`src/sldu_pkg.sv`:
```
// Shared types, constants and keystream arithmetic for the substitution
// stream decrypt unit. No dependencies.
package sldu_pkg;

  localparam int unsigned NUM_LANES = 4;

  localparam logic [15:0] LOW_MULT  = 16'h7f8d;
  localparam logic [15:0] HIGH_MULT = 16'h2345;
  localparam logic [15:0] LOW_MOD   = 16'hfff1;
  localparam logic [15:0] HIGH_MOD  = 16'hffd9;
  // 2^16 reduced by each modulus
  localparam logic [19:0] LOW_FOLD  = 20'd15;
  localparam logic [19:0] HIGH_FOLD = 20'd39;

  typedef enum logic [1:0] {
    OP_TABLE_WR = 2'd0,
    OP_SEED     = 2'd1,
    OP_DECRYPT  = 2'd2
  } op_e;

  typedef struct packed {
    logic       en;
    logic [7:0] addr;
    logic [7:0] data;
  } tbl_wr_t;

  typedef logic [NUM_LANES-1:0][7:0] lane_bytes_t;

  // (x * mult) mod modulus, with the product folded twice at 2^16 and one
  // final compare and subtract. Bounds hold for both generators.
  function automatic logic [15:0] mcg_step(input logic [15:0] x,
                                           input logic [15:0] mult,
                                           input logic [15:0] modulus,
                                           input logic [19:0] fold);
    logic [31:0] prod;
    logic [19:0] s1;
    logic [16:0] s2;
    logic [15:0] res;
    prod = {16'd0, x} * {16'd0, mult};
    s1   = ({4'd0, prod[31:16]} * fold) + {4'd0, prod[15:0]};
    s2   = ({13'd0, s1[19:16]} * fold[16:0]) + {1'b0, s1[15:0]};
    if (s2 >= {1'b0, modulus}) begin
      res = 16'(s2 - {1'b0, modulus});
    end else begin
      res = s2[15:0];
    end
    return res;
  endfunction

endpackage

```
`src/sldu_lane.sv`:
```
// One byte lane: a private copy of the 256-entry substitution table with a
// registered read port. Depends on sldu_pkg.
module sldu_lane import sldu_pkg::*; (
  input  logic       clk_i,
  input  tbl_wr_t    wr_i,
  input  logic       rd_en_i,
  input  logic [7:0] rd_addr_i,
  output logic [7:0] rd_data_o
);

  logic [7:0] mem_q [256];
  logic [7:0] rd_data_q;

  always_ff @(posedge clk_i) begin
    if (wr_i.en) begin
      mem_q[wr_i.addr] <= wr_i.data;
    end
  end

  // hold read data until the next item enters
  always_ff @(posedge clk_i) begin
    if (rd_en_i) begin
      rd_data_q <= mem_q[rd_addr_i];
    end
  end

  assign rd_data_o = rd_data_q;

endmodule

```
`config.mk`:
```
export PLATFORM = sky130hd
export DESIGN_NAME = sldu_lane
export DESIGN_NICKNAME = d
export VERILOG_FILES = /design/src/sldu_pkg.sv /design/src/sldu_lane.sv
export SDC_FILE = /design/constraint.sdc
export NUM_CORES = 2
export LEC_CHECK = 0
export BUFFER_PORTS_ARGS = -buffer_cell sky130_fd_sc_hd__clkbuf_2
export CAP_MARGIN = 15
export CORE_MARGIN = 2
export CORE_UTILIZATION = 25
export CTS_CLUSTER_DIAMETER = 80
export DETAILED_ROUTE_END_ITERATION = 12
export HOLD_SLACK_MARGIN = 0.12
export MAX_ROUTING_LAYER = met4
export SLEW_MARGIN = 0
export SYNTH_ARGS = -nofsm -noshare
export SYNTH_HDL_FRONTEND = slang
export SYNTH_SLANG_ARGS = --single-unit
```
`constraint.sdc`:
```
create_clock -name clk_i -period 3 [get_ports clk_i]
set_clock_uncertainty 0.2 [all_clocks]
set_input_delay 0.3 -clock clk_i [delete_from_list [all_inputs] [get_ports clk_i]]
set_output_delay 0.3 -clock clk_i [all_outputs]
set_load 0.005 [all_outputs]
```
# Word-level counts from Yosys, hierarchy flattened
# Memory sizes are Yosys's and may differ from the RTL's. A register that Yosys moved wholly into a read port is not among the register bits.
# Cells that the tools add are included.
totals:
  output_inout_bits: 8
  mem_count: 1
  ramBits: 2048
  in_bits: 27
  regBits: 0
  elab_cells: 3
mem_list:
  columns: ["memory", "words", "width", "read_ports", "rd_clocked_by_memory_dff", "wr", "line", "rtl"]
  rows:
  - ["mem_q", 256, 8, 1, 1, 1, "sldu_lane.sv:11", "logic [7:0] mem_q [256];"]
op_classes:
  muxes: 2
ops:
  columns: ["cell", "n"]
  rows:
  - ["2-to-1 mux 1 bit", 2]

# Longest topological paths before layout
logic_depth:
  ltp_word: 2
  depth_mapped: 11
  depth_no_buf: 6

# Least setup slack after synthesis
# Ideal clock, no wire load.
synth_timing:
  path_type: "input port to flip-flop"
  from: "input port rd_addr_i[0]"
  to: "register rd_data_q[2], in the netlist rd_data_o[2] (read register of mem_q), data pin"
  t_arrival_ps: 2107
  path_buffers: 4
  setup_ps: 269
  setup_slack_ps: 424
  t_required_ps: 2531
  path_stages: 9
  cell_sequence: "buf_6 > buf_12 > buf_8 > buf_2 > mux4_2 > a22oi_1 > a21oi_1 > nor4_1 > nor4_2"
synth_lines:
  columns: ["item", "line", "rtl"]
  rows:
  - ["from (decl)", "sldu_lane.sv:7", "input logic [7:0] rd_addr_i,"]
  - ["to (decl)", "sldu_lane.sv:12", "logic [7:0] rd_data_q;"]

==> impl_metrics.tcl <==
set metrics [dict create \
    status "finished, violations left" \
    violations "setup timing" \
    synth_compound_area_frac 0.0342 \
    tightest_slew_ns 1.21 \
    io_pins 35 \
    syn_area_per_cell_um2 21.3 \
    clkTransAtPathRegs_ns 0.06 \
    fmax_mhz 320 \
    max-slew-margin-rel 0.186 \
    drt_wl_total_mm 208 \
    num-fill-cells 30500 \
    core.rowCount 207 \
    grt_max_degree 97 \
    initial_core_util 0.251 \
    wl_met3_mm 14.2 \
    synthXorXnorAreaFrac 0 \
    final.min_clock_period_ns 3.13 \
    cp-end-kind "flip-flop" \
    wl_per_cell_um 23.8 \
    synth_adder_area_share 0 \
    critPathArrivalTime_ns 3.52 \
    syn_inst 3733 \
    vias 40700 \
    dr.pass1.iters 5 \
    yosys_warnings 0 \
    required_ns 3.39 \
    crit_path_start_kind "flip-flop" \
    viasPerCell 4.65 \
    hold_viol_final 0 \
    dr_wl_met2_mm 104 \
    areaGrowthSynthToFinish_pct 20.8 \
    drtAntennaViolNets 0 \
    gp_congestion 0.843 \
    holdWs_ns 0.188 \
    synth_async_sr_flop_share 0 \
    irDropWorstVdd_mv 0.642 \
    cts_tree "built" \
    final_util 0.303 \
    drc_errors 0 \
    top_layer_used "met4" \
    ys.flop_type "edfxtp_1" \
    drive_above_1_share 0.316 \
    synth.net_count 3760 \
    grt_pass1_wl_mm 297 \
    drv_cap 0 \
    clock_sinks 2056 \
    synth_edf_count 2056 \
    p_leak_uw 0.0303 \
    maxSlewViolCount 0 \
    clock_path_buffers 3 \
    ys_ff_latch 2056 \
    synth_top_family_by_area "multiplexers" \
    setup.worst_path.class "flip-flop to flip-flop" \
    die_y_um 568 \
    cp_max_fo 1 \
    clk_latency_ns 0.86 \
    grt.overflow.total 0 \
    die_w_um 568 \
    cts_buffers 201 \
    wl_met1_mm 84.5 \
    antenna_found_initial 16 \
    hold_path.class "input port to flip-flop" \
    htreeDepth 4 \
    rsz0062_at_grt "false" \
    grt_pass1_vias 41100 \
    powerDensity_mw_per_mm2 622 \
    nNetsFinal 4429 \
    synth_seq_area_share 0.775 \
    grt_use_total 0.129 \
    synth.distinct_cells 54 \
    period_share 1.04 \
    root_buffer "clkbuf_16" \
    io_buffer_count 34 \
    drtIter0Drc 5292 \
    synthesis.area_mm2 0.0796 \
    synthSimpleGateAreaFrac 0.0263 \
    muxShareOfSynthArea 0.146 \
    reg2reg_slack_ns -0.13 \
    core_area_mm2 0.318 \
    worst_slack_ns -0.129 \
    die-area_mm2 0.323 \
    dp_hpwl_mm 135 \
    setup_viol 1 \
]
worst paths after layout:
path	start	to	depth (start not counted)
hold reg to reg	mem_q[16][6]	rd_data_o[6]	6
setup reg to reg	mem_q[219][7]	rd_data_o[7]	6
setup / recovery	mem_q[219][7]	rd_data_o[7]	6
hold / removal	wr_i[14]	mem_q[237][5]	4
where the power goes:
group          internal (uW)  switching (uW)  leakage (uW)
registers              31700            50.5        0.0185
clock network          14200           10700       0.00317
logic                   1300            1970       0.00867
registers in the layout, indices dropped and copies added (netlist names):
signal / count
mem_q: 2048
rd_data_o: 8
through the flow:
stage	setup TNS [ns]	std cells	power, uW	setup slack, ns	cell area (um^2)
3_3_place_gp	-3.74	8363	35600	-0.746	89500
5_1_grt	0	8751	61500	0.00546	96200
4_1_cts	0	8744	60300	0.00629	96200
3_5_place_dp	-3.67	8363	35600	-0.737	89500
2_1_floorplan	0	3733	33800	0.424	79600
6_report	-0.129	8751	59800	-0.129	96200
critical path, cell delays in order (launching register included):
cell and delay, ns:
edfxtp_1 0.38, mux4_2 0.47, a22oi_1 0.27, a21oi_1 0.21, nor4_1 1.01, buf_4 0.29
nor4_1 0.06
Yosys cell counts (all sizes together), types with 27 or more instances:
master,number,area share
o22ai,28,0.0022
nor2,282,0.013
a22oi,133,0.013
nand3,34,0.0021
o221ai,47,0.0052
nor4,27,0.0024
mux2i,134,0.017
nand2,33,0.0016
mux4,456,0.13
buf,122,0.013
clkbuf,111,0.0052
nor2b,31,0.0024
a21oi,96,0.0060
edfxtp,2056,0.78
final cells by class:
class | count | area, um^2 | area share
inverter | 2 | 7.51 | 0.0000781
antenna | 7 | 17.5 | 0.000182
tap | 4180 | 5230 | 0.0544
multi-input combinational | 1442 | 16500 | 0.171
clock buffer | 238 | 5230 | 0.0544
sequential | 2056 | 61700 | 0.642
timing repair buffer | 699 | 6220 | 0.0647
clock inverter | 127 | 1240 | 0.0129
cells in the final DEF (no fill, tap or decap), types with 3 or more instances in the layout:
cell	netlist	routed
clkbuf_2	0	22
o22a_1	5	5
clkinv_2	0	40
dlygate4sd3_1	0	16
a22o_1	8	8
buf_12	8	73
o21ai_0	10	10
buf_8	13	9
clkinvlp_4	0	4
diode_2	0	7
clkinv_8	0	6
edfxtp_1	2056	2056
nor4_2	3	3
or2_2	4	4
nand4_1	10	10
nand3_1	34	34
clkbuf_16	0	204
o22ai_1	28	28
mux2i_1	134	134
nand2b_1	8	8
a211oi_1	16	16
nor2_4	0	3
clkbuf_1	111	34
o211ai_1	10	10
nor4_1	24	24
a221oi_1	13	13
bufinv_16	0	20
nor3_1	22	21
a22oi_1	133	133
and2_1	6	6
a21oi_1	96	96
clkinv_1	1	49
nand2_1	33	33
nor2b_1	31	28
o32ai_1	4	4
buf_4	27	578
inv_6	0	5
mux4_2	454	454
nor2_1	282	279
o221ai_1	46	46
cells by family after synthesis:
| family | after synthesis |
|---|---|
| AO/OA/AOI/OAI | 385 |
| flip-flops | 2056 |
| buffers and inverters | 235 |
| multiplexers | 591 |
| AND/OR/NAND/NOR | 466 |
timing repair:
action | 4_1_cts | 5_1_grt
hold endpoints to repair | 2205 | 0
setup endpoints to repair | 0 | 1
setup buffers | 0 | 0
hold buffers | 16 | 0
gates resized for setup | 0 | 1
layer usage:
| layer | up-vias | GRT usage |
|---|---|---|
| met5 | - | - |
| met3 | 281 | 0.0198 |
| li1 | 17100 | - |
| met2 | 1634 | 0.212 |
| met4 | 0 | 0.0377 |
| met1 | 21700 | 0.166 |
Note: power is estimated with default switching activity, not from simulation.
