File: config.mk
export PLATFORM = sky130hd
export DESIGN_NAME = sldu_keygen
export DESIGN_NICKNAME = d
export VERILOG_FILES = /design/src/sldu_pkg.sv /design/src/sldu_keygen.sv
export SDC_FILE = /design/constraint.sdc
export NUM_CORES = 1
export LEC_CHECK = 0
export ABC_CLOCK_PERIOD_IN_PS = 12750
export BUFFER_PORTS_ARGS = -buffer_cell sky130_fd_sc_hd__buf_2
export CAP_MARGIN = 20
export CORE_MARGIN = 2
export CORE_UTILIZATION = 40
export DETAILED_ROUTE_END_ITERATION = 7
export GPL_TIMING_DRIVEN = 1
export PLACE_DENSITY = 0.69
export SLEW_MARGIN = 20
export SYNTH_ARGS = -nofsm -noshare
export SYNTH_HDL_FRONTEND = slang
export SYNTH_SLANG_ARGS = --single-unit
File: constraint.sdc
create_clock -name clk_i -period 12.75 [get_ports clk_i]
set_input_delay 2.55 -clock clk_i [delete_from_list [all_inputs] [get_ports clk_i]]
set_output_delay 2.55 -clock clk_i [all_outputs]
set_load 0.1 [all_outputs]
File: src/sldu_pkg.sv
// Shared types, constants and keystream arithmetic for the substitution
// stream decrypt unit. No dependencies.
package sldu_pkg;

  localparam int unsigned NUM_LANES = 4;

  localparam logic [15:0] LOW_MULT  = 16'h7f8d;
  localparam logic [15:0] HIGH_MULT = 16'h2345;
  localparam logic [15:0] LOW_MOD   = 16'hfff1;
  localparam logic [15:0] HIGH_MOD  = 16'hffd9;
  // 2^16 reduced by each modulus
  localparam logic [19:0] LOW_FOLD  = 20'd15;
  localparam logic [19:0] HIGH_FOLD = 20'd39;

  typedef enum logic [1:0] {
    OP_TABLE_WR = 2'd0,
    OP_SEED     = 2'd1,
    OP_DECRYPT  = 2'd2
  } op_e;

  typedef struct packed {
    logic       en;
    logic [7:0] addr;
    logic [7:0] data;
  } tbl_wr_t;

  typedef logic [NUM_LANES-1:0][7:0] lane_bytes_t;

  // (x * mult) mod modulus, with the product folded twice at 2^16 and one
  // final compare and subtract. Bounds hold for both generators.
  function automatic logic [15:0] mcg_step(input logic [15:0] x,
                                           input logic [15:0] mult,
                                           input logic [15:0] modulus,
                                           input logic [19:0] fold);
    logic [31:0] prod;
    logic [19:0] s1;
    logic [16:0] s2;
    logic [15:0] res;
    prod = {16'd0, x} * {16'd0, mult};
    s1   = ({4'd0, prod[31:16]} * fold) + {4'd0, prod[15:0]};
    s2   = ({13'd0, s1[19:16]} * fold[16:0]) + {1'b0, s1[15:0]};
    if (s2 >= {1'b0, modulus}) begin
      res = 16'(s2 - {1'b0, modulus});
    end else begin
      res = s2[15:0];
    end
    return res;
  endfunction

endpackage

File: src/sldu_keygen.sv
// Keystream generator: the two key halves and the registered keystream word
// of the item in flight. Depends on sldu_pkg.
module sldu_keygen import sldu_pkg::*; (
  input  logic        clk_i,
  input  logic        rst_ni,
  input  logic        seed_load_i,
  input  logic [31:0] seed_i,
  input  logic        step_i,
  output logic [31:0] ks_o
);

  logic [15:0] low_q, low_d, high_q, high_d;
  logic [15:0] low_next, high_next;
  logic [31:0] ks_q;

  assign low_next  = mcg_step(low_q, LOW_MULT, LOW_MOD, LOW_FOLD);
  assign high_next = mcg_step(high_q, HIGH_MULT, HIGH_MOD, HIGH_FOLD);

  always_comb begin
    low_d  = low_q;
    high_d = high_q;
    if (seed_load_i) begin
      low_d  = (seed_i[15:0] == 16'd0) ? LOW_MULT : seed_i[15:0];
      high_d = (seed_i[31:16] == 16'd0) ? HIGH_MULT : seed_i[31:16];
    end else if (step_i) begin
      low_d  = low_next;
      high_d = high_next;
    end
  end

  always_ff @(posedge clk_i or negedge rst_ni) begin
    if (!rst_ni) begin
      low_q  <= LOW_MULT;
      high_q <= HIGH_MULT;
    end else begin
      low_q  <= low_d;
      high_q <= high_d;
    end
  end

  always_ff @(posedge clk_i) begin
    if (step_i) begin
      ks_q <= {high_next, low_next};
    end
  end

  assign ks_o = ks_q;

endmodule

## Word level (Yosys, flattened, before mapping)

Cells that the tools add are included.

- Multipliers: 6
- Add/subtract/negate cells: 6
- Shifts and indexed selects: 0
- Equal/unequal tests: 0
- Bitwise gates (word level): 0
- Reduce and logical (&&, ||, !) cells: 3
- Magnitude comparators: 2
- Mux-type cells: 8
- Divide/modulo/power cells: 0

Operator list:

| cell | count |
|---|---|
| $mux W16 | 8 |
| $ge A17 B16 Y1 const B | 2 |
| $logic_not A16 Y1 | 2 |
| $sub A16 B16 Y16 const B | 2 |
| $mul A16 B15 Y31 const B | 1 |
| $mul A16 B14 Y30 const B | 1 |
| $add A19 B16 Y20 | 1 |
| $add A20 B16 Y20 | 1 |
| $mul A14 B6 Y20 const B | 1 |
| $mul A15 B4 Y19 const B | 1 |
| $add A10 B16 Y17 | 1 |
| $add A8 B16 Y17 | 1 |
| $mul A4 B6 Y10 const B | 1 |
| $mul A4 B4 Y8 const B | 1 |
| $reduce_bool A2 Y1 | 1 |

- Output and inout bits: 32
- Input bits: 36
- Flip-flop bits (word level): 64
- Bits in read-only memories: 0
- Bits in writable memories: 0
- Memories kept: 0
- Latch bits: 0
- Logic and storage cells: 28

## Longest topological paths before layout

- Depth in word-level cells: 9
- Gate-level depth with buffers: 59
- Gate-level depth less buffers: 58

## Worst setup path before layout

Ideal clock, no wire load.

- Path kind: reg2reg
- Start: register high_q[6]
- End: register ks_q[27] (netlist: ks_o[27]) (data pin)
- Arrival time: 13.562 ns
- Cell stages (with the launch flop): 54
- Slack: -1.080 ns
- Period minus slack after synthesis: 13.830 ns
- Required time: 12.482 ns
- Path buffers: 0
- Setup time: 0.268 ns
- Cells stage by stage: dfstp_2 -> ha_1 -> ha_1 -> inv_1 -> fa_1 -> fa_1 -> inv_1 -> fa_1 -> inv_1 -> fa_1 -> inv_1 -> ha_1 -> a211oi_1 -> o21ai_0 -> nor3_1 -> a21oi_1 -> o32ai_1 -> o21ba_2 -> [... 18 more ...] -> a21oi_1 -> xnor2_1 -> fa_1 -> ha_1 -> inv_1 -> fa_1 -> inv_1 -> ha_1 -> nor2b_1 -> o31a_1 -> o31ai_1 -> xnor2_1 -> nand4_1 -> o22ai_1 -> o211ai_1 -> o31a_1 -> nor4_2 -> nor2_1

- Word-level cells in the longest chain between the ends: 7
- Elaborated cells on any way between the ends: 8
- Those cells by class: add/sub: 3; mul: 3; order compare: 1; mux: 1

RTL lines:

| element | RTL line | source |
|---|---|---|
| from (decl) | sldu_keygen.sv:12 | `logic [15:0] low_q, low_d, high_q, high_d;` |
| from (signal assigned) | sldu_keygen.sv:37 | `high_q <= high_d;` |
| $mul A16 B14 Y30 * | sldu_pkg.sv:39 | `prod = {16'd0, x} * {16'd0, mult};` |
| $mul A14 B6 Y20 | sldu_pkg.sv:40 | `s1 = ({4'd0, prod[31:16]} * fold) + {4'd0, prod[15:0]};` |
| $add A20 B16 Y20 * | sldu_pkg.sv:40 |  |
| $mul A4 B6 Y10 | sldu_pkg.sv:41 | `s2 = ({13'd0, s1[19:16]} * fold[16:0]) + {1'b0, s1[15:0]};` |
| $add A10 B16 Y17 * | sldu_pkg.sv:41 |  |
| $sub A16 B16 Y16 or $ge A17 B16 Y1 (tied branches) | sldu_pkg.sv:43, sldu_pkg.sv:42 |  |
| $mux W16 * | sldu_pkg.sv:42 | `if (s2 >= {1'b0, modulus}) begin` |
| via high_next[11] | sldu_keygen.sv:13 | `logic [15:0] low_next, high_next;` |
| to (signal assigned) | sldu_keygen.sv:43 | `ks_q <= {high_next, low_next};` |
| to (decl) | sldu_keygen.sv:14 | `logic [31:0] ks_q;` |

The timed path passes the listed nets; every way through them passes the cells marked *.
A chain may end at the register's enable or synchronous reset.

## Final worst setup path

- Start: register high_q[6]
- End: register high_q[15]

- Word-level cells in the longest chain between the ends: 9
- Elaborated cells on any way between the ends: 10
- Those cells by class: add/sub: 3; mul: 3; order compare: 1; mux: 3

RTL lines:

| element | RTL line | source |
|---|---|---|
| $mul A16 B14 Y30 * | sldu_pkg.sv:39 |  |
| $mul A14 B6 Y20 | sldu_pkg.sv:40 |  |
| $add A20 B16 Y20 * | sldu_pkg.sv:40 |  |
| $mul A4 B6 Y10 | sldu_pkg.sv:41 |  |
| $add A10 B16 Y17 * | sldu_pkg.sv:41 |  |
| $sub A16 B16 Y16 or $ge A17 B16 Y1 (tied branches) | sldu_pkg.sv:43, sldu_pkg.sv:42 |  |
| $mux W16 * | sldu_pkg.sv:42 |  |
| via high_next[15] | sldu_keygen.sv:13 |  |
| $mux W16 * | sldu_keygen.sv:25 | `end else if (step_i) begin` |
| $mux W16 * | sldu_keygen.sv:22 | `if (seed_load_i) begin` |

The timed path passes the listed nets; every way through them passes the cells marked *. The select of a mux whose other input is x is not followed.

==> flow_summary.yaml <==
layout:
  num_antenna_cells: 0
  fillers: 3748
  regArea_sq_um: 1790
  drive_gt1_frac: 0.349
  area_growth_pct: 39.1
  nets: 3145
  fin_util: 0.561
  multi_input_area_sq_um: 16600
  layout_commonest_cell: "inv_1"
  fin_area_sq_um: 25300
  final_cell_mix: "inv_1 (452), buf_4 (419), ha_1 (312)"
yosys:
  synthesis.area_sq_um: 18200
  yosys.area_share.simple: 0.0970
  ys_warn_count: 0
  synthAdderAreaFrac: 0.495
  syn_nets: 2628
  yosysTopAreaCell: "ha_1"
  synth.distinct_cells: 78
  synth_seq_cells: 64
  synth_area_per_cell_sq_um: 9.04
  muxShareOfSynthArea: 0.00289
  ys_seq_area_frac: 0.0981
  ys_top_cells_by_area: "ha_1 (25%), fa_1 (24%), inv_1 (10%), edfxtp_1 (5.3%), xnor2_1 (3.8%)"
  synth_top_family_by_area: "adder cells"
  synthCells: 2009
  synth-edff-count: 32
  async_flop_share: 0.500
  synth_flop_cell: "edfxtp_1"
  yosysTopAreaCellShare: 0.252
  synth_xor_area_frac: 0.0675
  synth_compound_area_frac: 0.134
critical_path:
  worstPathArrival_ns: 13.63
  cp-end-kind: "flop"
  crit_path_max_incr_delay_ns: 0.60
  r2r_cells: 60
  timing.rr.end: "high_q[15]"
  timing.rr.start: "high_q[6]"
  cp_max_fo: 4
  cp-start-kind: "flop"
  reg2reg_slack_ns: -0.67
  worstSetupPathType: "flop to flop"
  crit_required_ns: 12.96
  cpMaxStageDelayCell: "fa_2"
  crit_path_frequent_cell: "fa_1"
drt:
  viasPerCell: 5.22
  first_iter_violations: 876
  wl_mm: 54.4
  first_pass_iters: 6
  remaining_drc_errors: 0
  wl_per_cell_um: 17.4
  antenna_left: 0
  dr_total_vias: 16300
floorplan:
  coreArea_sq_um: 45100
  fp.dieArea_sq_um: 47100
  rows: 78
  initial_core_util: 0.403
  die_w_um: 217
  io_pins: 68
  die_h_um: 217
sta:
  hold_viol: 0
  final.setup.worst_slack_ns: -0.665
  fmax_mhz: 74.5
  fin_crit_ns: 13.42
  worst_pin_slew_ns: 1.04
  period_share: 1.05
  relSlewSlack: 0.302
  rsz0062_at_grt: "true"
  fin_skew_ns: 0.00855
  setup_viol: 60
  slew_violations: 0
placement:
  globalplace.congestion: 0.940
  dp_slack_ns: -0.861
  place_hpwl_mm: 43.9
  dpl-instance-area_sq_um: 22300
  portBuffers: 67
global_route:
  antenna_found_initial: 1
  grt_pass1_wl_mm: 84.8
  grt_start_max_net_pins: 54
  grt-ovfl-total: 0
  grt_pass1_vias: 16900
  track_usage: 0.224
clock_network:
  path_clk_slew_ns: 0.06
  cts_buffer_depth: 2
  htree_levels: 3
  cts_tree: "yes"
  cts_sinks: 64
  clock_latency_ns: 0.34
  root_buffer: "clkbuf_16"
  ctsHoldBuffers: 0
  cts_buffers: 9
worst_hold_path:
  holdPathEnd: "low_q[0]"
  min_path_type: "flop to flop"
  holdPathStages: 2
  hp-start: "low_q[0]"
job:
  maxCapViolCount: 0
run_status:
  status: "finished, violations left"
  violations: "negative setup slack"
## worst max path at each step
stage,from,endpoint,slack (ns),cells after the start
2_1_floorplan,high_q[6],high_q[12],-0.04,58
3_3_place_gp,high_q[8],high_q[15],-0.79,52
3_5_place_dp,high_q[8],high_q[15],-0.86,55
4_1_cts,high_q[6],high_q[15],-0.59,58
5_1_grt,high_q[6],ks_o[27],-1.14,59
6_report,high_q[6],high_q[15],-0.67,60
## state kept, by name, summed over array words and instances, names as in the netlist
name	count
high_q	16
ks_o	32
low_q	16
## layer usage
layer | GRT usage | vias up | part of all wire
li1 | - | 7676 | -
met1 | 0.309 | 8085 | 0.44
met2 | 0.366 | 480 | 0.47
met3 | 0.0403 | 90 | 0.067
met4 | 0.0475 | 2 | 0.024
met5 | 0 | - | 0.00024
## synthesized netlist by cell type (5+ instances only)
cell type	instances
nor4_1	14
a31oi_1	11
nor3_1	32
clkbuf_1	16
ha_1	366
o21bai_1	14
dfrtp_1	15
a211oi_1	13
or3_1	16
a21o_1	46
a21oi_1	76
fa_1	217
nand2b_1	20
a2111oi_0	8
a22oi_1	6
nand2_1	73
o31a_1	6
xor2_1	61
o2111ai_1	7
nor3b_1	5
o21ai_0	61
nand3b_1	5
or2_2	6
nor2b_1	16
maj3_1	7
edfxtp_1	32
xnor2_1	79
inv_1	493
nand3_1	30
o21a_1	27
nor2_1	87
o211ai_1	15
a21boi_0	5
dfstp_2	17
a221o_1	7
nand4_1	9
and4_1	5
and3_1	7
and2_1	10
o31ai_1	10
## critical path: cells and delay by family (launching register included)
kind | cells | cell delay, ns
AOI/OAI and AO/OA | 19 | 3.33
xor gates and xnor gates | 2 | 0.40
adders and majority gates | 16 | 6.36
buffers and inverters | 13 | 0.92
DFF | 1 | 0.57
and+or+nand+nor | 10 | 1.69
## cells by family (layout without fill, tap and decap cells)
kind of cell / after synthesis / in the layout
AOI/OAI and AO/OA: 353 / 353
xor gates and xnor gates: 140 / 140
adders and majority gates: 590 / 590
buffers and inverters: 510 / 1032
DFF: 64 / 64
muxes: 5 / 5
and+or+nand+nor: 347 / 347
## metrics by stage
| stage | instances | TNS [ns] | hold slack [ns] |
|---|---|---|---|
| final | 3131 | -20.38 | 0.630 |
| after detailed placement | 3020 | -35.29 | 0.594 |
| after floorplan | 2009 | -0.0677 | 0.562 |
| after global routing | 3131 | -48.85 | 0.671 |
| after CTS | 3097 | -14.50 | 0.605 |
| after global placement | 3020 | -26.48 | 0.595 |
## repair_timing
action / 4_1_cts / 5_1_grt
endpoints found under the setup margin: 64 / 64
gates resized for setup: 192 / 182
hold endpoints to repair: 0 / 0
pin swaps: 173 / 175
buffers inserted: 62 / 40
## area by class of cell
class,instances,share of cell area
sequential,64,0.0706
tap,600,0.0297
inverter,493,0.0733
clock inverter,6,0.00287
timing repair buffer,523,0.156
multi-input combinational,1435,0.658
clock buffer,10,0.00990
Power is left out: the tool's default activity adds up to more than one toggle a clock period on the data nets, which glitch-free logic cannot reach.
