## config.mk

```make
export PLATFORM = sky130hd
export DESIGN_NAME = sldu_merge
export DESIGN_NICKNAME = d
export VERILOG_FILES = /design/src/sldu_pkg.sv /design/src/sldu_merge.sv
export SDC_FILE = /design/constraint.sdc
export NUM_CORES = 1
export LEC_CHECK = 0
export BUFFER_PORTS_ARGS = -buffer_cell sky130_fd_sc_hd__buf_4
export CAP_MARGIN = 15
export CORE_AREA = 2 2 66 68
export CTS_BUF_LIST = sky130_fd_sc_hd__clkbuf_16
export DETAILED_ROUTE_END_ITERATION = 8
export DIE_AREA = 0 0 68 70
export PLACE_DENSITY_LB_ADDON = 0.1
export SLEW_MARGIN = 20
export SYNTH_ARGS = -nofsm -noshare
export SYNTH_HDL_FRONTEND = slang
export SYNTH_SLANG_ARGS = --single-unit
export TNS_END_PERCENT = 50
```

## constraint.sdc

```tcl
create_clock -name clk_i -period 2.2 [get_ports clk_i]
set_input_delay 0 -clock clk_i [delete_from_list [all_inputs] [get_ports clk_i]]
set_output_delay 0 -clock clk_i [all_outputs]
set_load 0.02 [all_outputs]
```

## src/sldu_pkg.sv

```systemverilog
// Shared types, constants and keystream arithmetic for the substitution
// stream decrypt unit. No dependencies.
package sldu_pkg;

  localparam int unsigned NUM_LANES = 4;

  localparam logic [15:0] LOW_MULT  = 16'h7f8d;
  localparam logic [15:0] HIGH_MULT = 16'h2345;
  localparam logic [15:0] LOW_MOD   = 16'hfff1;
  localparam logic [15:0] HIGH_MOD  = 16'hffd9;
  // 2^16 reduced by each modulus
  localparam logic [19:0] LOW_FOLD  = 20'd15;
  localparam logic [19:0] HIGH_FOLD = 20'd39;

  typedef enum logic [1:0] {
    OP_TABLE_WR = 2'd0,
    OP_SEED     = 2'd1,
    OP_DECRYPT  = 2'd2
  } op_e;

  typedef struct packed {
    logic       en;
    logic [7:0] addr;
    logic [7:0] data;
  } tbl_wr_t;

  typedef logic [NUM_LANES-1:0][7:0] lane_bytes_t;

  // (x * mult) mod modulus, with the product folded twice at 2^16 and one
  // final compare and subtract. Bounds hold for both generators.
  function automatic logic [15:0] mcg_step(input logic [15:0] x,
                                           input logic [15:0] mult,
                                           input logic [15:0] modulus,
                                           input logic [19:0] fold);
    logic [31:0] prod;
    logic [19:0] s1;
    logic [16:0] s2;
    logic [15:0] res;
    prod = {16'd0, x} * {16'd0, mult};
    s1   = ({4'd0, prod[31:16]} * fold) + {4'd0, prod[15:0]};
    s2   = ({13'd0, s1[19:16]} * fold[16:0]) + {1'b0, s1[15:0]};
    if (s2 >= {1'b0, modulus}) begin
      res = 16'(s2 - {1'b0, modulus});
    end else begin
      res = s2[15:0];
    end
    return res;
  endfunction

endpackage

```

## src/sldu_merge.sv

```systemverilog
// Merge stage: joins the lane bytes, applies the keystream and holds the
// result in the output register. Owns pipeline flow control. Depends on sldu_pkg.
module sldu_merge import sldu_pkg::*; (
  input  logic        clk_i,
  input  logic        rst_ni,
  input  logic        load_i,
  input  logic        last_i,
  input  lane_bytes_t lane_data_i,
  input  logic [31:0] ks_i,
  output logic        can_load_o,
  input  logic        out_ready_i,
  output logic        out_valid_o,
  output logic [31:0] plain_word_o,
  output logic        result_is_last_o
);

  logic        s1_valid_q, s1_valid_d;
  logic        s1_last_q;
  logic        s2_valid_q, s2_valid_d;
  logic [31:0] s2_word_q;
  logic        s2_last_q;
  logic        s2_load;

  assign s2_load    = !s2_valid_q || out_ready_i;
  assign can_load_o = !s1_valid_q || s2_load;

  always_comb begin
    s1_valid_d = s1_valid_q;
    s2_valid_d = s2_valid_q;
    if (s2_load) begin
      s2_valid_d = s1_valid_q;
      s1_valid_d = 1'b0;
    end
    if (load_i) begin
      s1_valid_d = 1'b1;
    end
  end

  always_ff @(posedge clk_i or negedge rst_ni) begin
    if (!rst_ni) begin
      s1_valid_q <= 1'b0;
      s2_valid_q <= 1'b0;
    end else begin
      s1_valid_q <= s1_valid_d;
      s2_valid_q <= s2_valid_d;
    end
  end

  always_ff @(posedge clk_i) begin
    if (load_i) begin
      s1_last_q <= last_i;
    end
    if (s2_load && s1_valid_q) begin
      s2_word_q <= lane_data_i ^ ks_i;
      s2_last_q <= s1_last_q;
    end
  end

  assign out_valid_o      = s2_valid_q;
  assign plain_word_o     = s2_word_q;
  assign result_is_last_o = s2_last_q;

endmodule

```

Word level (Yosys, flattened, before mapping)
Index checks and enable logic that the tools add are counted.

cells by class
  $add $sub $neg = 0
  multiplexer cells = 2
  divide/modulo/power cells = 0
  bitwise gates (word level) = 1
  shift-type cells = 0
  reduce and logical (&&, ||, !) cells = 6
  equality and inequality tests = 0
  multipliers = 0
  magnitude comparators = 0

operator list
  operator             count
  $xor A32 B32 Y32     1
  $logic_not A1 Y1     2
  $logic_or A1 B1 Y1   2
  $mux W1              2
  $reduce_bool A2 Y1   1
  $logic_and A1 B1 Y1  1

word-level totals
  logic and storage cells = 14
  memories = 0
  latch bits = 0
  bits in writable memories = 0
  bits in read-only memories = 0
  register bits after elaboration = 36

Longest topological paths before layout
Gate-level depths: netlist of run 1.

  word-level depth = 4
  gate-level depth with buffers = 2
  gate-level depth less buffers = 2

Worst setup path after synthesis of run 1
Ideal clock, no wire load.

  path kind = register -> register
  from = reg s2_valid_q, in the netlist out_valid_o
  to = reg s2_word_q[0], in the netlist plain_word_o[0] (enable)
  path buffers = 0
  slack = 0.421 ns
  stages on the path, launching flop included = 3
  arrival time = 1.386 ns
  cell sequence = dfrtp_1 nand2b_1 and2_1

on the way
  longest elaborated chain between the ends = 3

ends and longest elaborated chain
  element                   RTL line          source
  start: declaration        sldu_merge.sv:19  logic s2_valid_q, s2_valid_d;
  start signal: assignment  sldu_merge.sv:45  s2_valid_q <= s2_valid_d;
  $logic_not A1 Y1          sldu_merge.sv:24  assign s2_load = !s2_valid_q || out_ready_i;
  $logic_or A1 B1 Y1        sldu_merge.sv:24
  $logic_and A1 B1 Y1       sldu_merge.sv:53  if (s2_load && s1_valid_q) begin
  end signal: assignment    sldu_merge.sv:54  s2_word_q <= lane_data_i ^ ks_i;
  end: declaration          sldu_merge.sv:20  logic [31:0] s2_word_q;

Every way passes these cells.
A chain may end at the register's enable or synchronous reset.

Final worst setup path of run 1
  from = reg s2_valid_q, in the netlist out_valid_o
  to = reg s2_word_q[14], in the netlist plain_word_o[14] (enable)

Same word-level chain as after synthesis.

==> results of run 1 <==
[final timing paths]
kind	start	end	slack [ps]	cells after the start
max in group asynchronous	rst_ni	out_valid_o$_DFFE_PN0P_	2050	2
max	out_valid_o$_DFFE_PN0P_	plain_word_o[14]$_DFFE_PP_	1010	3
min reg2reg	s1_last_q$_DFFE_PP_	result_is_last_o$_DFFE_PP_	420	0
max reg2reg	out_valid_o$_DFFE_PN0P_	plain_word_o[14]$_DFFE_PP_	1010	3
min	out_ready_i	out_valid_o$_DFFE_PN0P_	30	3
min in group asynchronous	rst_ni	s1_valid_q$_DFFE_PN0P_	60	2
[sequential cells by signal (all words and copies together) (netlist names)]
| name | cells |
|---|---|
| out_valid_o | 1 |
| plain_word_o | 32 |
| result_is_last_o | 1 |
| s1_last_q | 1 |
| s1_valid_q | 1 |
[cell usage after synthesis]
cell type,n
and2_1,1
nand2b_1,2
nand2_1,1
nor2b_1,1
edfxtp_1,34
dfrtp_1,2
a21o_1,1
xor2_1,32
[area by class of cell]
| class | count | share of cell area (%) |
|---|---|---|
| Timing Repair Buffer | 108 | 33.96 |
| Clock inverter | 3 | 0.5711 |
| Sequential cell | 36 | 44.44 |
| Tap cell | 52 | 2.700 |
| Clock buffer | 5 | 5.192 |
| Multi-Input combinational cell | 38 | 13.14 |
[cell usage in the layout, fill, tap and decap left out]
master,instances
buf_4,105
edfxtp_1,34
xor2_1,32
clkbuf_16,5
dlygate4sd3_1,3
nand2b_1,2
clkinv_2,2
dfrtp_1,2
and2_1,1
nor2b_1,1
nand2_1,1
a21o_1,1
clkinv_1,1
[power by group]
part | internal, mW | switching (mW)
Combinational | 0.178 | 0.162
Clock | 0.410 | 0.230
Sequential | 0.834 | 0.0169
Total | 1.42 | 0.409
[logic make-up after synthesis]
group | after synthesis | share of synthesized area (%)
xor+xnor | 32 | 20.20
flops | 36 | 77.19
compound gates | 1 | 0.5412
simple gates | 5 | 2.074
[timing repair]
item                                    in CTS  in global routing
endpoints found under the setup margin       0                  0
hold endpoints to repair                     5                  0
hold buffers                                 3                  0
[worst max-delay path, cell delays in order, from the launching register on]
cell and delay, ps:
dfrtp_1 400, nand2b_1 100, and2_1 150, buf_4 240
[through the flow]
step                cells  utilization, %  worst slack (ps)  power (mW)  cell area (um2)
finish                242           58.15              1005       1.831             2410
global route          242           58.15             933.7       1.913             2410
CTS                   242           58.15              1001       1.853             2410
detailed placement    231           54.08              1018       1.206             2241
global placement      231           54.08              1046       1.200             2241
floorplan              74               -             420.8      0.9963             1388
[routing by layer]
| layer | wire (um) | track usage (%) | vias up |
|---|---|---|---|
| li1 | - | - | 489 |
| met1 | 945 | 13.17 | 438 |
| met2 | 1540 | 21.79 | 50 |
| met3 | 299 | 4.026 | 5 |
| met4 | 34 | 5.333 | 0 |
| met5 | 0 | 0 | - |
==> results.yml, run 1 <==
routing:
  num_vias: 982
  route.antenna.remaining_nets: 0
  drt-initial-drc-count: 9
  drc_errors: 0
  wl_um: 2820
  drt-pass1-iter-count: 3
  viasPerCell: 4.058
  wl_per_cell_um: 11.65
clock_tree:
  cts_resized: 0
  cts_setup_buffers: 0
  clkSlewWorstSetupHoldPaths_ps: 50
  cts-root-buf: "clkbuf_16"
  cts_buffers: 5
  cts_tree: "built"
  clock_sinks: 36
  htreeDepth: 2
  clk_path_buf_depth: 2
  worstSkewPairLatency_ps: 270
final_layout:
  drive_gt1_share_pct: 58.95
  nets: 258
  regArea_um2: 1071
  fillers: 353
  diodes: 0
  syn2layout_area_growth_pct: 73.67
  multi_input_area_um2: 316.6
timing:
  hold_viol: 0
  slew_headroom_pct: 85.96
  fmax_mhz: 837.0
  fin_crit_ps: 1195
  slew_violations: 0
  whs_ps: 25.12
  fin_skew_ps: 3.883
  worstMarginPinSlew_ps: 210.6
  fin_setup_tns_ps: 0
  finalSetupViolations: 0
  grt_setup_unrepaired: "no"
  finalCritPeriodShare_pct: 54.31
die:
  fp.coreArea_um2: 4144
  fp.dieH_um: 70
  start_util_pct: 33.48
  fp.dieW_um: 68
  rows: 24
  pin_count: 104
  dieArea_um2: 4760
synth:
  synth_top_area_cell: "edfxtp_1"
  synth_nets: 143
  ys_types: 8
  synth_area_um2: 1388
  ys_seq_area_share_pct: 77.19
  ys_warn_count: 0
  synth_seq_cells: 36
  syn_inst: 74
  syn_avg_cell_area_um2: 18.75
  yosys.area.top_type_share_pct: 73.58
  yosys-top-cells-area: "edfxtp_1 74%, xor2_1 20%, dfrtp_1 3.6%"
global_routing:
  grt_use_total_pct: 12.42
  grt_remaining_overflow: 0
  antenna_found_initial: 0
  grt_pass1_vias: 1015
  grt_max_degree: 18
  grt_pass1_wl_um: 4284
critical_path:
  crit_required_ps: 2160
  crit_fanout: 16
  end_kind: "register"
  startpoint_type: "register"
  path_class: "register to register"
  arrival_ps: 1150
outcome:
  outcome: "complete, no violations"
power:
  leakage_nw: 1.090
  powerDensity_nw_per_um2: 759.7
  peakVddDrop_v: 0.0004691
place:
  portBuffers: 103
  hpwl_um: 2290
  place.gp.congestion: 0.6962
min_path:
  hold_class: "input port to register"
job:
  drv_cap: 0
Note: power is estimated with default switching activity, not from simulation.
==> inputs of run 2 (changes only) <==
ABC_AREA = 1   (was not set)
CORE_AREA = 2 2 71 73   (was 2 2 66 68)
DIE_AREA = 0 0 73 75   (was 0 0 68 70)
clock period = 1.05 ns   (was 2.2 ns; I/O delays follow)
==> run 2 against run 1 <==
Net effect:
- the run now ends with negative setup slack left
- hold slack better by 8.5 ps
- non-clock buffer count is 2 higher
- die area is 15% higher
- utilization is 0.89 points lower
- final cell count is 42% higher
- power is 110% higher
- synthesized cell count is 130% higher
- critical path type unchanged
- critical endpoint is now plain_word_o[3]$_DFFE_PP_
- highest routed layer unchanged
==> results.yml, run 2 <==
timing:
  worstMarginPinSlew_ps: 190.3
  slew_violations: 0
  fmax_mhz: 921.7
  fin_skew_ps: 4.292
  grt_setup_unrepaired: "yes"
  finalSetupViolations: 33
  setup_ws_ps: -34.90
  hold_viol: 0
  fin_crit_ps: 1085
  slew_headroom_pct: 87.29
  finalCritPeriodShare_pct: 103.3
  whs_ps: 33.63
synth:
  ys.flop_type: "edfxtp_1"
  ys_types: 7
  async_flop_share_pct: 5.556
  synth_edf_count: 34
  synth_nets: 241
  synth_area_um2: 1589
  netlist_top_cells_count: "64 x nor2_1, 35 x inv_1, 35 x nand2_1, 34 x edfxtp_1, 2 x dfrtp_1"
  yosys.area.top_type_share_pct: 64.25
  ys_warn_count: 0
  synth_seq_cells: 36
  yosysMostFrequentCell: "nor2_1"
  syn_inst: 172
  yosys-top-cells-area: "edfxtp_1 64%, nor2_1 15%, inv_1 8.3%"
  synth_top_area_cell: "edfxtp_1"
  syn_avg_cell_area_um2: 9.239
  ys_seq_area_share_pct: 67.40
final_layout:
  final_area_um2: 2669
  diodes: 0
  largest_reg_flops: 32
  drive_gt1_share_pct: 40.00
  utilization_pct: 57.26
  final_cell_count_no_fill: 344
  fillers: 428
  layout_commonest_cell: "buf_4"
  nets: 358
  syn2layout_area_growth_pct: 67.95
  final_cell_mix: "104 x buf_4, 64 x nor2_1, 37 x inv_1"
clock_tree:
  htreeDepth: 2
  cts_tree: "built"
  clock_sinks: 36
  clk_path_buf_depth: 2
  cts-root-buf: "clkbuf_16"
  worstSkewPairLatency_ps: 270
  cts_buffers: 5
  clkSlewWorstSetupHoldPaths_ps: 50
critical_path:
  startpoint_type: "register"
  arrival_ps: 1060
  crit_required_ps: 1030
  path_class: "register to register"
  crit_fanout: 16
  end_kind: "register"
routing:
  drc_errors: 0
  num_vias: 1411
  wl_per_cell_um: 9.762
  wl_um: 3358
  route.antenna.remaining_nets: 0
  drt-initial-drc-count: 51
  drt-pass1-iter-count: 4
  viasPerCell: 4.102
place:
  hpwl_um: 2752
  placed_area_um2: 2497
  place.gp.congestion: 0.7176
  place_ws_ps: -36.91
  portBuffers: 103
  dp_cells: 333
global_routing:
  grt_pass1_wl_um: 5099
  grt_use_total_pct: 12.53
  grt_max_degree: 18
  antenna_found_initial: 0
  grt_remaining_overflow: 0
  grt_pass1_vias: 1216
power:
  leakage_nw: 1.422
  peakVddDrop_v: 0.0009020
  powerDensity_nw_per_um2: 1444
die:
  fp.coreArea_um2: 4661
  fp.dieH_um: 75
  dieArea_um2: 5475
  start_util_pct: 34.09
  rows: 25
  pin_count: 104
  fp.dieW_um: 73
outcome:
  outcome: "finished with violations"
  violations: "negative setup slack"
min_path:
  hold_class: "input port to register"
job:
  drv_cap: 0
==> run 2: cells by family (layout without fill, tap and decap cells) <==
logic type	Yosys count	count (layout)	share of synthesized area, %
and+or+nand+nor	100	100	24.02
DFF	36	36	67.40
AOI/OAI and AO/OA	1	1	0.3147
buffers and inverters	35	153	8.268
==> run 2: per-layer routing <==
metal,up-vias,track usage (%),share of wire (%)
met1,596,12.96,37
met3,5,5.489,9.5
li1,751,-,-
met4,0,4.938,1.2
met2,59,22.32,52
met5,-,0,0
==> run 2: path summary, 6_finish.rpt <==
kind,from,endpoint,slack (ps),depth (start not counted)
setup / recovery,out_valid_o$_DFFE_PN0P_,plain_word_o[3]$_DFFE_PP_,-30,2
hold / removal,lane_data_i[16],plain_word_o[16]$_DFFE_PP_,30,3
setup reg to reg,out_valid_o$_DFFE_PN0P_,plain_word_o[3]$_DFFE_PP_,-30,2
hold reg to reg,s1_last_q$_DFFE_PP_,result_is_last_o$_DFFE_PP_,420,0
max in group asynchronous,rst_ni,out_valid_o$_DFFE_PN0P_,900,2
min in group asynchronous,rst_ni,s1_valid_q$_DFFE_PN0P_,50,2
==> run 2: worst max-delay path, cell delays in order, from the launching register on <==
cell	delay [ps]
dfrtp_2	420
a21oi_4	200
buf_12	180
==> run 2: final cells by class <==
class                      count  area, um2  area share (%)
clock buffer                   5      125.1           4.688
timing repair buffer         110      862.1           32.30
tap                           54      67.56           2.532
sequential                    36       1072           40.18
inverter                      35      131.4           4.923
multi-input combinational    101      397.9           14.91
clock inverter                 3      12.51          0.4688
==> run 2: metrics by stage <==
stage	TNS [ps]	total power [mW]
after floorplan	-14500	2.083
after global placement	-1067	2.526
after detailed placement	-1141	2.543
after CTS	-1375	3.921
after global routing	-2041	4.035
final	-1055	3.855
==> run 2: repair_timing <==
action,4_1_cts,5_1_grt
pin swaps,0,0
setup buffers,0,0
endpoints found under the hold margin,5,0
setup endpoints to repair,34,34
gates resized for setup,1,0
hold buffers,3,0
==> run 2: report_power, final <==
part           switching (mW)  internal [mW]
registers              0.0311           1.72
logic                   0.370          0.390
clock network           0.487          0.854
total                   0.888           2.97
==> inputs of run 3 (changes only) <==
CTS_CLUSTER_DIAMETER = 100   (was not set)
GPL_ROUTABILITY_DRIVEN = 0   (was not set)
MAX_ROUTING_LAYER = met4   (was not set)
==> run 3 against run 2 <==
Net effect:
- the flow still finishes with violations (negative setup slack)
- global-route usage up 0.40 points
- die area stayed put
- critical endpoint unchanged
- flip-flop and latch count is the same
- count of clock-buffer cells in the layout unchanged
- final cell count is the same
- sequential share of layout area did not move
- fmax is essentially flat
- worst setup slack about the same
- critical path type unchanged
- non-clock buffer count did not move
- highest routed layer unchanged
- clock power hardly changed
- utilization did not move
==> results.yml, run 3 (synthesis gave the netlist of run 2 again) <==
outcome:
  outcome: "finished with violations"
  violations: "negative setup slack"
routing:
  route.antenna.remaining_nets: 0
  drc_errors: 0
  num_vias: 1404
  viasPerCell: 4.081
  drt-initial-drc-count: 66
  wl_um: 3355
  wl_per_cell_um: 9.753
  drt-pass1-iter-count: 4
timing:
  whs_ps: 33.92
  worstMarginPinSlew_ps: 190.3
  fmax_mhz: 921.5
  hold_viol: 0
  fin_skew_ps: 4.158
  finalSetupViolations: 33
  slew_headroom_pct: 87.29
  finalCritPeriodShare_pct: 103.4
  slew_violations: 0
  grt_setup_unrepaired: "yes"
  setup_ws_ps: -35.20
  fin_crit_ps: 1085
critical_path:
  cp_cell_sequence: "a21oi_4, buf_12"
  cp_slowest_cell: "dfrtp_2"
  arrival_ps: 1060
  crit_buf_inv: 1
  end_kind: "register"
  path_delay_family: "flip-flops"
  startpoint_type: "register"
  path_class: "register to register"
  crit_required_ps: 1030
  slowest_delay_ps: 420
  crit_fanout: 16
clock_tree:
  htreeDepth: 2
  clk_path_buf_depth: 2
  cts_buffers: 5
  cts-root-buf: "clkbuf_16"
  cts_setup_buffers: 0
  clock_sinks: 36
  cts_tree: "built"
  clkSlewWorstSetupHoldPaths_ps: 50
  worstSkewPairLatency_ps: 270
die:
  dieArea_um2: 5475
  fp.dieW_um: 73
  rows: 25
  fp.coreArea_um2: 4661
  start_util_pct: 34.09
  pin_count: 104
  fp.dieH_um: 75
final_layout:
  layout_commonest_cell: "buf_4"
  final_cell_count_no_fill: 344
  diodes: 0
  multi_input_area_um2: 397.9
  drive_gt1_share_pct: 40.00
  utilization_pct: 57.26
  regArea_um2: 1072
  fillers: 428
  largest_reg_flops: 32
  final_cell_mix: "104 x buf_4, 64 x nor2_1, 37 x inv_1"
  syn2layout_area_growth_pct: 67.95
  nets: 358
global_routing:
  antenna_found_initial: 0
  grt_pass1_vias: 1219
  grt_max_degree: 18
  grt_remaining_overflow: 0
  grt_use_total_pct: 12.92
  grt_pass1_wl_um: 5092
power:
  power_frac_clock_pct: 34.7
  powerDensity_nw_per_um2: 1443
  leakage_nw: 1.422
  power.switching_uw: 885.3
  combPwrFrac_pct: 19.7
  p_int_mw: 2.966
  peakVddDrop_v: 0.0009018
  seq_power_share_pct: 45.5
  p_total_mw: 3.852
  switching_share_pct: 22.99
place:
  portBuffers: 103
  hpwl_um: 2752
  dp_cells: 333
job:
  drv_cap: 0
min_path:
  hold_class: "input port to register"
[run 3: metrics by stage]
stage	area, um2	setup TNS, ps	setup WS (ps)
global route	2669	-2041	-65.42
CTS	2669	-1375	-44.29
global placement	2497	-1067	-36.14
detailed placement	2497	-1141	-36.91
floorplan	1602	-14500	-439.5
finish	2669	-1065	-35.20
[run 3: final cells by class]
class / count / share of cell area [%]
clock inverters: 3 / 0.4688
well taps: 54 / 2.532
clock buffers: 5 / 4.688
multi-input cells: 101 / 14.91
repair buffers: 110 / 32.30
inverters: 35 / 4.923
flip-flops and latches: 36 / 40.18
[run 3: timing repair]
action / in CTS / in global routing
resized for setup: 1 / 0
hold buffers: 3 / 0
endpoints found under the hold margin: 5 / 0
pin swaps: 0 / 0
endpoints found under the setup margin: 34 / 34
cloned: 0 / 0
[run 3: path summary, 6_finish.rpt]
check	slack (ps)	startpoint	to	cells after the start
setup / recovery	-40	out_valid_o$_DFFE_PN0P_	plain_word_o[3]$_DFFE_PP_	2
max in group asynchronous	900	rst_ni	out_valid_o$_DFFE_PN0P_	2
hold / removal	30	lane_data_i[16]	plain_word_o[16]$_DFFE_PP_	3
setup reg to reg	-40	out_valid_o$_DFFE_PN0P_	plain_word_o[3]$_DFFE_PP_	2
min in group asynchronous	50	rst_ni	s1_valid_q$_DFFE_PN0P_	2
hold reg to reg	420	s1_last_q$_DFFE_PP_	result_is_last_o$_DFFE_PP_	0
[run 3: worst register-to-register path, cell delays in order (launching register included)]
cell     delay (ps)
dfrtp_2         420
a21oi_4         200
buf_12          180
[run 3: power groups by stage]
stage          Combinational [mW]  Sequential (mW)  Clock [mW]
2_1_floorplan               0.162             1.92           0
3_3_place_gp                0.749             1.78           0
3_5_place_dp                0.761             1.78           0
4_1_cts                     0.774             1.75        1.39
5_1_grt                     0.831             1.76        1.44
6_report                    0.761             1.75        1.34
[run 3: metal layers]
metal | share of wire, % | global-route usage (%) | vias to the layer above
met4 | 1.1 | 4.938 | 0
met1 | 38 | 13.31 | 591
li1 | - | - | 751
met2 | 52 | 22.32 | 57
met3 | 8.7 | 4.953 | 5
met5 | 0 | - | -
